`src/hdl/pfhd_pkg.sv`:
```
// Package for the packet flow hash dispatcher.
// Types, codes and constants shared by the controller, the datapath and the top level.
// No dependencies.
`default_nettype none

package pfhd_pkg;

  localparam int unsigned DEF_MAX_WORKERS = 256;
  localparam int unsigned HASH_W          = 32;
  localparam int unsigned STEP_CNT_W      = $clog2(HASH_W);

  localparam logic [15:0] MIN_PKT_LEN   = 16'd34;
  localparam logic [15:0] ETH_HDR_LEN   = 16'd14;
  localparam logic [15:0] BYTE_CNT_MAX  = 16'hFFFF;
  localparam logic [15:0] ETYPE_VLAN    = 16'h8100;
  localparam logic [15:0] ETYPE_QINQ    = 16'h88a8;
  localparam logic [15:0] ETYPE_IPV4    = 16'h0800;
  localparam logic [15:0] ETYPE_IPV6    = 16'h86DD;
  localparam logic [7:0]  PROTO_TCP     = 8'd6;
  localparam logic [7:0]  PROTO_UDP     = 8'd17;
  localparam logic [16:0] IPV4_HDR_LEN  = 17'd20;
  localparam logic [16:0] IPV6_HDR_LEN  = 17'd40;
  localparam logic [16:0] TAG_LEN       = 17'd4;

  // configuration register indexes
  localparam logic [1:0] CFG_HASH_SEED    = 2'd0;
  localparam logic [1:0] CFG_WORKER_COUNT = 2'd1;

  // result kind codes
  localparam logic [2:0] KIND_SHORT      = 3'd0;
  localparam logic [2:0] KIND_NON_IP     = 3'd1;
  localparam logic [2:0] KIND_IPV4_TRUNC = 3'd2;
  localparam logic [2:0] KIND_IPV4       = 3'd3;
  localparam logic [2:0] KIND_IPV4_PORTS = 3'd4;
  localparam logic [2:0] KIND_IPV6       = 3'd5;
  localparam logic [2:0] KIND_IPV6_TRUNC = 3'd6;

  typedef enum logic [2:0] {
    PH_ETHER = 3'd0,
    PH_OTHER = 3'd1,
    PH_IPV4  = 3'd2,
    PH_IPV6  = 3'd3,
    PH_OVER  = 3'd4
  } phase_t;

  typedef enum logic [1:0] {
    ST_PARSE   = 2'd0,
    ST_CLOSE   = 2'd1,
    ST_DIVIDE  = 2'd2,
    ST_DELIVER = 2'd3
  } ctl_state_t;

  // controller to datapath commands
  typedef struct packed {
    logic byte_en;   // parse the item on the input channel
    logic close_en;  // finish the packet: build hash and kind, start the modulo
    logic div_en;    // one restoring step of the modulo
  } dp_cmd_t;

endpackage

`default_nettype wire

```
`src/hdl/pfhd_ctrl.sv`:
```
// Controller of the packet flow hash dispatcher.
// Sequences byte parsing, packet close, the 32 modulo steps and result delivery.
// Depends on pfhd_pkg.
`default_nettype none

module pfhd_ctrl (
  input  wire logic            clk,
  input  wire logic            rst_n,
  input  wire logic            in_valid,
  input  wire logic            in_last,
  output logic                 in_stall,
  output logic                 out_valid,
  input  wire logic            out_stall,
  output pfhd_pkg::dp_cmd_t    cmd
);

  localparam logic [pfhd_pkg::STEP_CNT_W-1:0] STEP_LAST =
    pfhd_pkg::STEP_CNT_W'(pfhd_pkg::HASH_W - 1);

  pfhd_pkg::ctl_state_t             state_r, state_nxt;
  logic [pfhd_pkg::STEP_CNT_W-1:0]  step_r, step_nxt;
  logic                             in_acc;

  always_ff @(posedge clk) begin
    if (!rst_n) begin
      state_r <= pfhd_pkg::ST_PARSE;
      step_r  <= '0;
    end else begin
      state_r <= state_nxt;
      step_r  <= step_nxt;
    end
  end

  always_comb begin
    // bytes of the next packet may arrive during the modulo, where only a last byte waits; all wait in close
    in_stall  = (state_r == pfhd_pkg::ST_CLOSE) ||
                (in_last && (state_r != pfhd_pkg::ST_PARSE));
    in_acc    = in_valid && !in_stall;
    out_valid = (state_r == pfhd_pkg::ST_DELIVER);
    cmd.byte_en  = in_acc;
    cmd.close_en = (state_r == pfhd_pkg::ST_CLOSE);
    cmd.div_en   = (state_r == pfhd_pkg::ST_DIVIDE);
    state_nxt = state_r;
    step_nxt  = step_r;
    case (state_r)
      pfhd_pkg::ST_PARSE: begin
        if (in_acc && in_last) state_nxt = pfhd_pkg::ST_CLOSE;
      end
      pfhd_pkg::ST_CLOSE: begin
        step_nxt  = '0;
        state_nxt = pfhd_pkg::ST_DIVIDE;
      end
      pfhd_pkg::ST_DIVIDE: begin
        step_nxt = step_r + 1'b1;
        if (step_r == STEP_LAST) state_nxt = pfhd_pkg::ST_DELIVER;
      end
      pfhd_pkg::ST_DELIVER: begin
        if (!out_stall) state_nxt = pfhd_pkg::ST_PARSE;
      end
      default: begin
        state_nxt = pfhd_pkg::ST_PARSE;
      end
    endcase
  end

  a_last_only_in_parse: assert property (@(posedge clk) disable iff (!rst_n)
    (in_valid && !in_stall && in_last) |-> (state_r == pfhd_pkg::ST_PARSE))
    else $error("last byte accepted outside parse state");

  a_last_closes: assert property (@(posedge clk) disable iff (!rst_n)
    (in_valid && !in_stall && in_last) |=> (state_r == pfhd_pkg::ST_CLOSE))
    else $error("last byte did not start packet close");

  a_close_starts_divide: assert property (@(posedge clk) disable iff (!rst_n)
    (state_r == pfhd_pkg::ST_CLOSE) |=> (state_r == pfhd_pkg::ST_DIVIDE && step_r == '0))
    else $error("close did not start a fresh modulo");

  a_divide_length: assert property (@(posedge clk) disable iff (!rst_n)
    (state_r == pfhd_pkg::ST_DIVIDE && step_r == STEP_LAST)
      |=> (state_r == pfhd_pkg::ST_DELIVER))
    else $error("modulo did not end after its last step");

endmodule

`default_nettype wire

```
`src/hdl/pfhd_datapath.sv`:
```
// Datapath of the packet flow hash dispatcher.
// Config registers, byte parser state, hash and kind build, restoring modulo unit.
// Depends on pfhd_pkg.
`default_nettype none

module pfhd_datapath #(
  parameter int unsigned MAX_WORKERS = pfhd_pkg::DEF_MAX_WORKERS
) (
  input  wire logic              clk,
  input  wire logic              rst_n,
  input  wire pfhd_pkg::dp_cmd_t cmd,
  input  wire logic              cfg_wr_en,
  input  wire logic [1:0]        cfg_index,
  input  wire logic [31:0]       cfg_data,
  input  wire logic [7:0]        in_pkt_byte,
  output logic [31:0]            out_flow_hash,
  output logic [7:0]             out_worker_index,
  output logic [2:0]             out_kind
);

  localparam int unsigned NW = $clog2(MAX_WORKERS + 1);  // effective worker count
  localparam int unsigned RW = $clog2(MAX_WORKERS);      // remainder

  // configuration
  logic [31:0] hash_seed_r;
  logic [8:0]  worker_count_r;

  always_ff @(posedge clk) begin
    if (!rst_n) begin
      hash_seed_r    <= '0;
      worker_count_r <= 9'd1;
    end else if (cfg_wr_en) begin
      if (cfg_index == pfhd_pkg::CFG_HASH_SEED) hash_seed_r <= cfg_data;
      if (cfg_index == pfhd_pkg::CFG_WORKER_COUNT) worker_count_r <= cfg_data[8:0];
    end
  end

  // per-packet parser state
  logic [15:0]      byte_count_r, byte_count_nxt;
  logic [15:0]      ether_type_r, ether_type_nxt;
  logic [15:0]      net_off_r, net_off_nxt;
  logic [5:0]       hdr_len_r, hdr_len_nxt;
  logic [7:0]       proto_r, proto_nxt;
  logic [31:0]      gather_r, gather_nxt;
  logic [31:0]      addr_hash_r, addr_hash_nxt;
  logic [31:0]      port_pair_r, port_pair_nxt;
  pfhd_pkg::phase_t phase_r, phase_nxt;

  logic [16:0] pos17, off17, hl17;
  logic [15:0] rel;
  logic        in_net;

  always_comb begin
    byte_count_nxt = byte_count_r;
    ether_type_nxt = ether_type_r;
    net_off_nxt    = net_off_r;
    hdr_len_nxt    = hdr_len_r;
    proto_nxt      = proto_r;
    gather_nxt     = gather_r;
    addr_hash_nxt  = addr_hash_r;
    port_pair_nxt  = port_pair_r;
    phase_nxt      = phase_r;
    pos17  = {1'b0, byte_count_r};
    off17  = {1'b0, net_off_r};
    hl17   = {11'd0, hdr_len_r};
    in_net = (byte_count_r >= net_off_r);
    rel    = byte_count_r - net_off_r;

    if (cmd.close_en) begin
      byte_count_nxt = '0;
      ether_type_nxt = '0;
      net_off_nxt    = pfhd_pkg::ETH_HDR_LEN;
      hdr_len_nxt    = '0;
      proto_nxt      = '0;
      gather_nxt     = '0;
      addr_hash_nxt  = '0;
      port_pair_nxt  = '0;
      phase_nxt      = pfhd_pkg::PH_ETHER;
    end else if (cmd.byte_en && (byte_count_r != pfhd_pkg::BYTE_CNT_MAX)) begin
      byte_count_nxt = byte_count_r + 16'd1;
      if (phase_r == pfhd_pkg::PH_ETHER) begin
        if ((pos17 + 17'd2 == off17) || (pos17 + 17'd1 == off17))
          ether_type_nxt = {ether_type_r[7:0], in_pkt_byte};
        if (pos17 + 17'd1 == off17) begin
          if (ether_type_nxt == pfhd_pkg::ETYPE_VLAN ||
              ether_type_nxt == pfhd_pkg::ETYPE_QINQ) begin
            if (off17 + pfhd_pkg::TAG_LEN > {1'b0, pfhd_pkg::BYTE_CNT_MAX})
              phase_nxt = pfhd_pkg::PH_OVER;
            else
              net_off_nxt = net_off_r + 16'd4;
          end else if (ether_type_nxt == pfhd_pkg::ETYPE_IPV4) begin
            phase_nxt = pfhd_pkg::PH_IPV4;
          end else if (ether_type_nxt == pfhd_pkg::ETYPE_IPV6) begin
            phase_nxt = pfhd_pkg::PH_IPV6;
          end else begin
            phase_nxt = pfhd_pkg::PH_OTHER;
          end
        end
      end else if (in_net && phase_r == pfhd_pkg::PH_IPV4) begin
        if (rel == 16'd0) hdr_len_nxt = {in_pkt_byte[3:0], 2'b00};
        if (rel == 16'd9) proto_nxt = in_pkt_byte;
        if (rel >= 16'd12 && rel <= 16'd19) gather_nxt = {in_pkt_byte, gather_r[31:8]};
        if (rel == 16'd15 || rel == 16'd19) addr_hash_nxt = addr_hash_r ^ gather_nxt;
        if ({1'b0, rel} >= hl17 && {1'b0, rel} < hl17 + 17'd4)
          port_pair_nxt = {port_pair_r[23:0], in_pkt_byte};
      end else if (in_net && phase_r == pfhd_pkg::PH_IPV6) begin
        if (rel >= 16'd8 && rel <= 16'd39) begin
          gather_nxt = {in_pkt_byte, gather_r[31:8]};
          // word complete on every fourth byte from the source address on
          if (rel >= 16'd11 && rel[1:0] == 2'b11) addr_hash_nxt = addr_hash_r ^ gather_nxt;
        end
      end
    end
  end

  always_ff @(posedge clk) begin
    if (!rst_n) begin
      byte_count_r <= '0;
      ether_type_r <= '0;
      net_off_r    <= pfhd_pkg::ETH_HDR_LEN;
      hdr_len_r    <= '0;
      proto_r      <= '0;
      gather_r     <= '0;
      addr_hash_r  <= '0;
      port_pair_r  <= '0;
      phase_r      <= pfhd_pkg::PH_ETHER;
    end else begin
      byte_count_r <= byte_count_nxt;
      ether_type_r <= ether_type_nxt;
      net_off_r    <= net_off_nxt;
      hdr_len_r    <= hdr_len_nxt;
      proto_r      <= proto_nxt;
      gather_r     <= gather_nxt;
      addr_hash_r  <= addr_hash_nxt;
      port_pair_r  <= port_pair_nxt;
      phase_r      <= phase_nxt;
    end
  end

  // packet close: hash and kind from the final parser state
  logic [31:0]   fin_hash;
  logic [2:0]    fin_kind;
  logic [16:0]   len17;
  logic [NW-1:0] eff_n;

  always_comb begin
    len17    = {1'b0, byte_count_r};
    fin_hash = '0;
    fin_kind = pfhd_pkg::KIND_SHORT;
    if (byte_count_r < pfhd_pkg::MIN_PKT_LEN) begin
      fin_hash = '0;
      fin_kind = pfhd_pkg::KIND_SHORT;
    end else if (phase_r == pfhd_pkg::PH_OTHER) begin
      fin_hash = hash_seed_r;
      fin_kind = pfhd_pkg::KIND_NON_IP;
    end else if (phase_r == pfhd_pkg::PH_IPV4) begin
      if (len17 < off17 + pfhd_pkg::IPV4_HDR_LEN) begin
        fin_hash = hash_seed_r;
        fin_kind = pfhd_pkg::KIND_IPV4_TRUNC;
      end else begin
        fin_hash = addr_hash_r ^ {8'd0, proto_r, 16'd0} ^ hash_seed_r;
        fin_kind = pfhd_pkg::KIND_IPV4;
        if ((proto_r == pfhd_pkg::PROTO_TCP || proto_r == pfhd_pkg::PROTO_UDP) &&
            len17 >= off17 + hl17 + 17'd4) begin
          fin_hash = fin_hash ^ port_pair_r;
          fin_kind = pfhd_pkg::KIND_IPV4_PORTS;
        end
      end
    end else if (phase_r == pfhd_pkg::PH_IPV6) begin
      if (len17 < off17 + pfhd_pkg::IPV6_HDR_LEN) begin
        fin_hash = hash_seed_r;
        fin_kind = pfhd_pkg::KIND_IPV6_TRUNC;
      end else begin
        fin_hash = addr_hash_r ^ hash_seed_r;
        fin_kind = pfhd_pkg::KIND_IPV6;
      end
    end
    if (worker_count_r > 9'(MAX_WORKERS))
      eff_n = NW'(MAX_WORKERS);
    else
      eff_n = NW'(worker_count_r);
  end

  // restoring modulo, one dividend bit per step, MSB first
  logic [31:0]   hash_r, dvd_r;
  logic [2:0]    kind_r;
  logic [NW-1:0] div_n_r;
  logic          n_zero_r;
  logic [RW-1:0] rem_r;
  logic [RW:0]   trial;
  logic          ge;

  always_comb begin
    trial = {rem_r, dvd_r[31]};
    ge    = (trial >= (RW + 1)'(div_n_r));
  end

  always_ff @(posedge clk) begin
    if (cmd.close_en) begin
      hash_r   <= fin_hash;
      dvd_r    <= fin_hash;
      kind_r   <= fin_kind;
      div_n_r  <= eff_n;
      n_zero_r <= (eff_n == '0);
      rem_r    <= '0;
    end else if (cmd.div_en) begin
      dvd_r <= {dvd_r[30:0], 1'b0};
      rem_r <= ge ? RW'(trial - (RW + 1)'(div_n_r)) : RW'(trial);
    end
  end

  assign out_flow_hash    = hash_r;
  assign out_kind         = kind_r;
  assign out_worker_index = n_zero_r ? 8'd0 : 8'(rem_r);

endmodule

`default_nettype wire

```
`src/hdl/packet_flow_hash_dispatch_top.sv`:
```
// Top level of the packet flow hash dispatcher.
// Instantiates pfhd_ctrl and pfhd_datapath; uses pfhd_pkg.
//
//   channel | direction | handshake           | payload
//   in      | input     | in_valid / in_stall | in_pkt_byte[7:0], in_last
//   out     | output    | out_valid/out_stall | out_flow_hash[31:0], out_worker_index[7:0],
//           |           |                     | out_kind[2:0]
//   cfg     | input     | cfg_valid/cfg_ready | cfg_index[1:0], cfg_data[31:0]
//
// The last byte is followed by the close state and the steps of the bit-serial modulo unit,
// then the result waits in the output register. Bytes of the next packet are taken during
// the modulo and while the result waits; that packet's last byte is held off until the
// result has been taken.
// Reset (rst_n low, synchronous) clears parser state and sets hash_seed 0, worker_count 1.
// cfg_ready is always high.
`default_nettype none

module packet_flow_hash_dispatch_top #(
  parameter int unsigned MAX_WORKERS = pfhd_pkg::DEF_MAX_WORKERS
) (
  input  wire logic        clk,
  input  wire logic        rst_n,
  input  wire logic        in_valid,
  output logic             in_stall,
  input  wire logic [7:0]  in_pkt_byte,
  input  wire logic        in_last,
  output logic             out_valid,
  input  wire logic        out_stall,
  output logic [31:0]      out_flow_hash,
  output logic [7:0]       out_worker_index,
  output logic [2:0]       out_kind,
  input  wire logic        cfg_valid,
  output logic             cfg_ready,
  input  wire logic [1:0]  cfg_index,
  input  wire logic [31:0] cfg_data
);

  pfhd_pkg::dp_cmd_t cmd;

  assign cfg_ready = 1'b1;

  pfhd_ctrl u_ctrl (
    .clk       (clk),
    .rst_n     (rst_n),
    .in_valid  (in_valid),
    .in_last   (in_last),
    .in_stall  (in_stall),
    .out_valid (out_valid),
    .out_stall (out_stall),
    .cmd       (cmd)
  );

  pfhd_datapath #(
    .MAX_WORKERS (MAX_WORKERS)
  ) u_datapath (
    .clk              (clk),
    .rst_n            (rst_n),
    .cmd              (cmd),
    .cfg_wr_en        (cfg_valid && cfg_ready),
    .cfg_index        (cfg_index),
    .cfg_data         (cfg_data),
    .in_pkt_byte      (in_pkt_byte),
    .out_flow_hash    (out_flow_hash),
    .out_worker_index (out_worker_index),
    .out_kind         (out_kind)
  );

endmodule

`default_nettype wire

```
`config.mk`:
```
export PLATFORM = sky130hd
export DESIGN_NAME = packet_flow_hash_dispatch_top
export DESIGN_NICKNAME = d
export VERILOG_FILES = /design/src/hdl/pfhd_pkg.sv /design/src/hdl/pfhd_ctrl.sv /design/src/hdl/pfhd_datapath.sv /design/src/hdl/packet_flow_hash_dispatch_top.sv
export SDC_FILE = /design/constraint.sdc
export NUM_CORES = 1
export LEC_CHECK = 0
export BUFFER_PORTS_ARGS = -buffer_cell sky130_fd_sc_hd__clkbuf_2
export CORE_AREA = 2 2 199 201
export DETAILED_ROUTE_END_ITERATION = 8
export DIE_AREA = 0 0 201 203
export PLACE_DENSITY = 0.78
export SKIP_LAST_GASP = 1
export SYNTH_ARGS = -nofsm -noshare
export SYNTH_HDL_FRONTEND = slang
export SYNTH_SLANG_ARGS = --single-unit
```
`constraint.sdc`:
```
create_clock -name clk -period 4.6 [get_ports clk]
set_input_delay 0.23 -clock clk [delete_from_list [all_inputs] [get_ports clk]]
set_output_delay 0.23 -clock clk [all_outputs]
set_load 0.05 [all_outputs]
```
==> flow_metrics.py <==
metrics = {
    "critical_path": {
        "r2r_end": "u_datapath.out_flow_hash[15]",
        "crit_fanout": 16,
        "startpoint_type": "register",
        "critical_path_class": "register to register",
        "cp.required_ns": 5.04,
        "worstRegToRegCells": 24,
        "worst_ep_arrival_time_ns": 4.88,
        "cp-end-kind": "register",
        "regToRegStartpoint": "u_datapath.hdr_len_r[2]",
        "r2r_setup_slack_ns": 0.15,
    },
    "synth": {
        "syn-cell-area_sq_um": 19140,
        "synth_nets": 2385,
        "yosys_warnings": 0,
        "synthTopCellsByArea": "dfxtp_1 22%, edfxtp_1 12%, mux2i_1 7.5%, ha_1 6.3%, nor2_1 4.7%",
        "synthDistinctLibCells": 89,
        "seq_area_frac_synth_pct": 34.35,
        "yosysMostFrequentCell": "nor2_1",
        "synth_ff_type": "dfxtp_1",
        "syn-instance-count": 2237,
        "async_reset_ff_share_pct": 0,
        "post-synth-top-area-fraction_pct": 22.27,
        "synth.avg_cell_area_sq_um": 8.558,
        "synth_edf_count": 77,
        "ys_ff_latch": 290,
        "yosys-top-cells-count": "241 x nor2_1, 213 x dfxtp_1, 204 x nand2_1",
        "yosysTopAreaCell": "dfxtp_1",
    },
    "drt": {
        "wl_um": 60340,
        "post-route-drc-count": 0,
        "drt-wirelength-per-cell_um": 20.93,
        "drtPass1Iterations": 6,
        "vias_per_cell": 6.331,
        "drtAntennaViolNets": 0,
        "drt_iter0_markers": 2118,
        "vias": 18250,
    },
    "timing": {
        "min_period_ns": 4.447,
        "drv_slew": 0,
        "finalHoldViolCount": 0,
        "setup_tns_ns": 0,
        "fin_skew_ns": 0.01324,
        "rsz0062_at_grt": "true",
        "relSlewSlack_pct": 25.18,
        "worst_slew_pin_slew_ns": 1.120,
        "fmax_ghz": 0.2249,
        "timing.final.crit_share_pct": 96.67,
        "setup_viol": 0,
    },
    "global_route": {
        "grt_pass1_wl_um": 93810,
        "grt_usage_pct": 28.48,
        "grt_max_degree": 75,
        "grt-ovfl-total": 0,
        "grt_pass1_vias": 17350,
        "antenna_found_initial": 0,
    },
    "floorplanning": {
        "initial_core_util_pct": 49.77,
        "die_x_um": 201,
        "die_h_um": 203,
        "num_io_pins": 94,
        "die-area_sq_um": 40800,
        "core_region_area_sq_um": 38470,
        "placement_rows": 72,
    },
    "layout": {
        "drive_gt1_share_pct": 15.86,
        "area_delta_synth_final_pct": 15.09,
        "fillCellCount": 3316,
        "n_antenna_cell": 0,
        "finalNonFillerCells": 2883,
        "nNetsFinal": 2488,
        "multi_input_area_sq_um": 11830,
        "seq_area_sq_um": 6578,
    },
    "worst_hold_path": {
        "worstHoldStart": "in_last",
        "hold_depth": 5,
        "min_path_type": "input port to register",
        "worstHoldEndpoint": "u_ctrl.state_r[0]",
    },
    "clock_network": {
        "root_buffer": "clkbuf_16",
        "clk_pin_slew_worst_paths_ns": 0.06,
        "cts_buffer_depth": 3,
        "insertion_delay_ns": 0.60,
        "cts_tree": "yes",
        "clock-sinks": 290,
        "h-tree-depth": 1,
        "cts_buffers": 31,
    },
    "outcome": {
        "status": "finished, final reports clean",
    },
    "pwr": {
        "max-vdd-ir-drop_uv": 307.9,
        "p_leak_nw": 8.341,
        "powerDensity_nw_per_um2": 346.3,
    },
    "place": {
        "numPortBuffers": 92,
        "gp_congestion": 0.9600,
        "placed_cells": 2785,
        "dp_hpwl_um": 42050,
    },
    "run": {
        "maxCapViolations": 0,
    },
}
==> where the power goes <==
part | internal, W | leakage, nW | switching (W)
sequential | 0.00308 | 2.47 | 0.000162
clock | 0.00141 | 0.499 | 0.00110
combinational | 0.000559 | 5.38 | 0.00132
==> routing by layer <==
layer	GRT usage, %	up-vias	part of all wire, %
met5	0	-	0
met4	10.03	0	3.5
met3	4.302	172	9.2
met2	47.78	947	46
met1	37.36	8777	41
li1	-	8356	-
==> sequential cells by signal, summed over array words and instances (netlist names), 4 cells and up <==
signal,count
u_ctrl.step_r,5
u_datapath.addr_hash_r,32
u_datapath.byte_count_r,16
u_datapath.div_n_r,9
u_datapath.dvd_r,32
u_datapath.ether_type_r,16
u_datapath.gather_r,32
u_datapath.hash_seed_r,32
u_datapath.hdr_len_r,4
u_datapath.net_off_r,14
u_datapath.out_flow_hash,32
u_datapath.port_pair_r,32
u_datapath.proto_r,8
u_datapath.rem_r,8
u_datapath.worker_count_r,9
==> worst max path at each step <==
stage,from,end,slack [ns]
2_1_floorplan,u_datapath.net_off_r[2],u_datapath.dvd_r[12],0.005
3_3_place_gp,u_datapath.hdr_len_r[2],u_datapath.dvd_r[10],0.19
3_5_place_dp,u_datapath.hdr_len_r[2],u_datapath.dvd_r[13],-0.02
4_1_cts,u_datapath.hdr_len_r[2],u_datapath.dvd_r[3],0.08
5_1_grt,u_datapath.hdr_len_r[2],u_datapath.dvd_r[2],-0.07
6_report,u_datapath.hdr_len_r[2],u_datapath.out_flow_hash[15],0.15
==> layout by cell type (no fill, tap or decap), types with 10 or more instances in the layout <==
| master | count |
|---|---|
| a2111oi_0 | 13 |
| a211oi_1 | 34 |
| a211oi_2 | 19 |
| a21o_1 | 17 |
| a21oi_1 | 123 |
| a311oi_1 | 12 |
| a31oi_1 | 25 |
| and2_1 | 10 |
| buf_4 | 91 |
| clkbuf_16 | 32 |
| clkbuf_2 | 92 |
| dfxtp_1 | 212 |
| dlygate4sd3_1 | 34 |
| edfxtp_1 | 77 |
| ha_1 | 95 |
| inv_1 | 81 |
| mux2_2 | 12 |
| mux2i_1 | 143 |
| nand2_1 | 201 |
| nand2b_1 | 18 |
| nand3_1 | 73 |
| nand3b_1 | 10 |
| nand4_1 | 46 |
| nand4b_1 | 10 |
| nor2_1 | 237 |
| nor2b_1 | 27 |
| nor3_1 | 16 |
| nor4_1 | 17 |
| o211ai_1 | 27 |
| o21a_1 | 31 |
| o21ai_0 | 91 |
| o221ai_1 | 16 |
| o22ai_1 | 22 |
| o31a_1 | 10 |
| or2_2 | 36 |
| or3_1 | 18 |
| or3b_2 | 16 |
| xnor2_1 | 79 |
| xor2_1 | 42 |
==> repair_timing <==
item                                   CTS  global route
gates resized for setup                  3            35
hold buffers                            34             0
setup endpoints to repair                2            67
gates cloned                             0             1
buffers inserted                         0             5
endpoints found under the hold margin   41             0
pin swaps                                0            14
==> kinds of logic (layout without fill, tap and decap cells) <==
kind of cell | count (synthesis) | in the layout | share of synthesized area, %
XOR/XNOR | 122 | 122 | 5.653
AND/OR/NAND/NOR | 792 | 792 | 20.56
multiplexers | 156 | 156 | 8.241
other | 1 | 1 | 0.01959
flip-flops | 290 | 290 | 34.35
adder cells (fa/ha/maj) | 100 | 100 | 6.692
buffers and inverters | 241 | 369 | 5.104
AO/OA/AOI/OAI | 535 | 535 | 19.38
==> through the flow <==
step | setup WS [ns] | hold slack (ns) | power, W | instance area, sq um | util, %
detailed placement | -0.01740 | 0.4594 | 0.005114 | 20470 | 53.23
CTS | 0.07679 | 0.03347 | 0.007616 | 21840 | 56.78
global placement | 0.1868 | 0.4481 | 0.005046 | 20470 | 53.23
finish | 0.1532 | 0.07143 | 0.007631 | 22030 | 57.28
floorplan | 0.005397 | 0.2919 | 0.004580 | 19150 | -
global route | -0.07193 | 0.09828 | 0.007899 | 22030 | 57.28
==> worst max-delay path: stages, from the launching register on <==
cell and delay (ns):
dfxtp_1 0.33, inv_1 0.06, ha_1 0.18, inv_1 0.05, ha_1 0.16, inv_1 0.06
fa_2 0.34, inv_1 0.06, a21oi_1 0.07, o21bai_2 0.21, nand2_2 0.11, nor2_2 0.13
xnor2_1 0.08, ha_1 0.30, nand2_2 0.09, nor4_4 0.31, o21ai_1 0.13, a21oi_2 0.18
o31a_1 0.23, buf_12 0.18, o211ai_1 0.18, buf_4 0.26, nor4b_1 0.26, a311oi_1 0.10
a21oi_1 0.23
==> area by class of cell <==
cell class	instances	area share, %
flip-flops and latches	290	29.85
clock inverters	15	0.5281
multi-input cells	1706	53.67
repair buffers	226	7.513
clock buffers	43	4.049
inverters	85	1.448
well taps	518	2.942
Power figures use the tool's default switching activity.
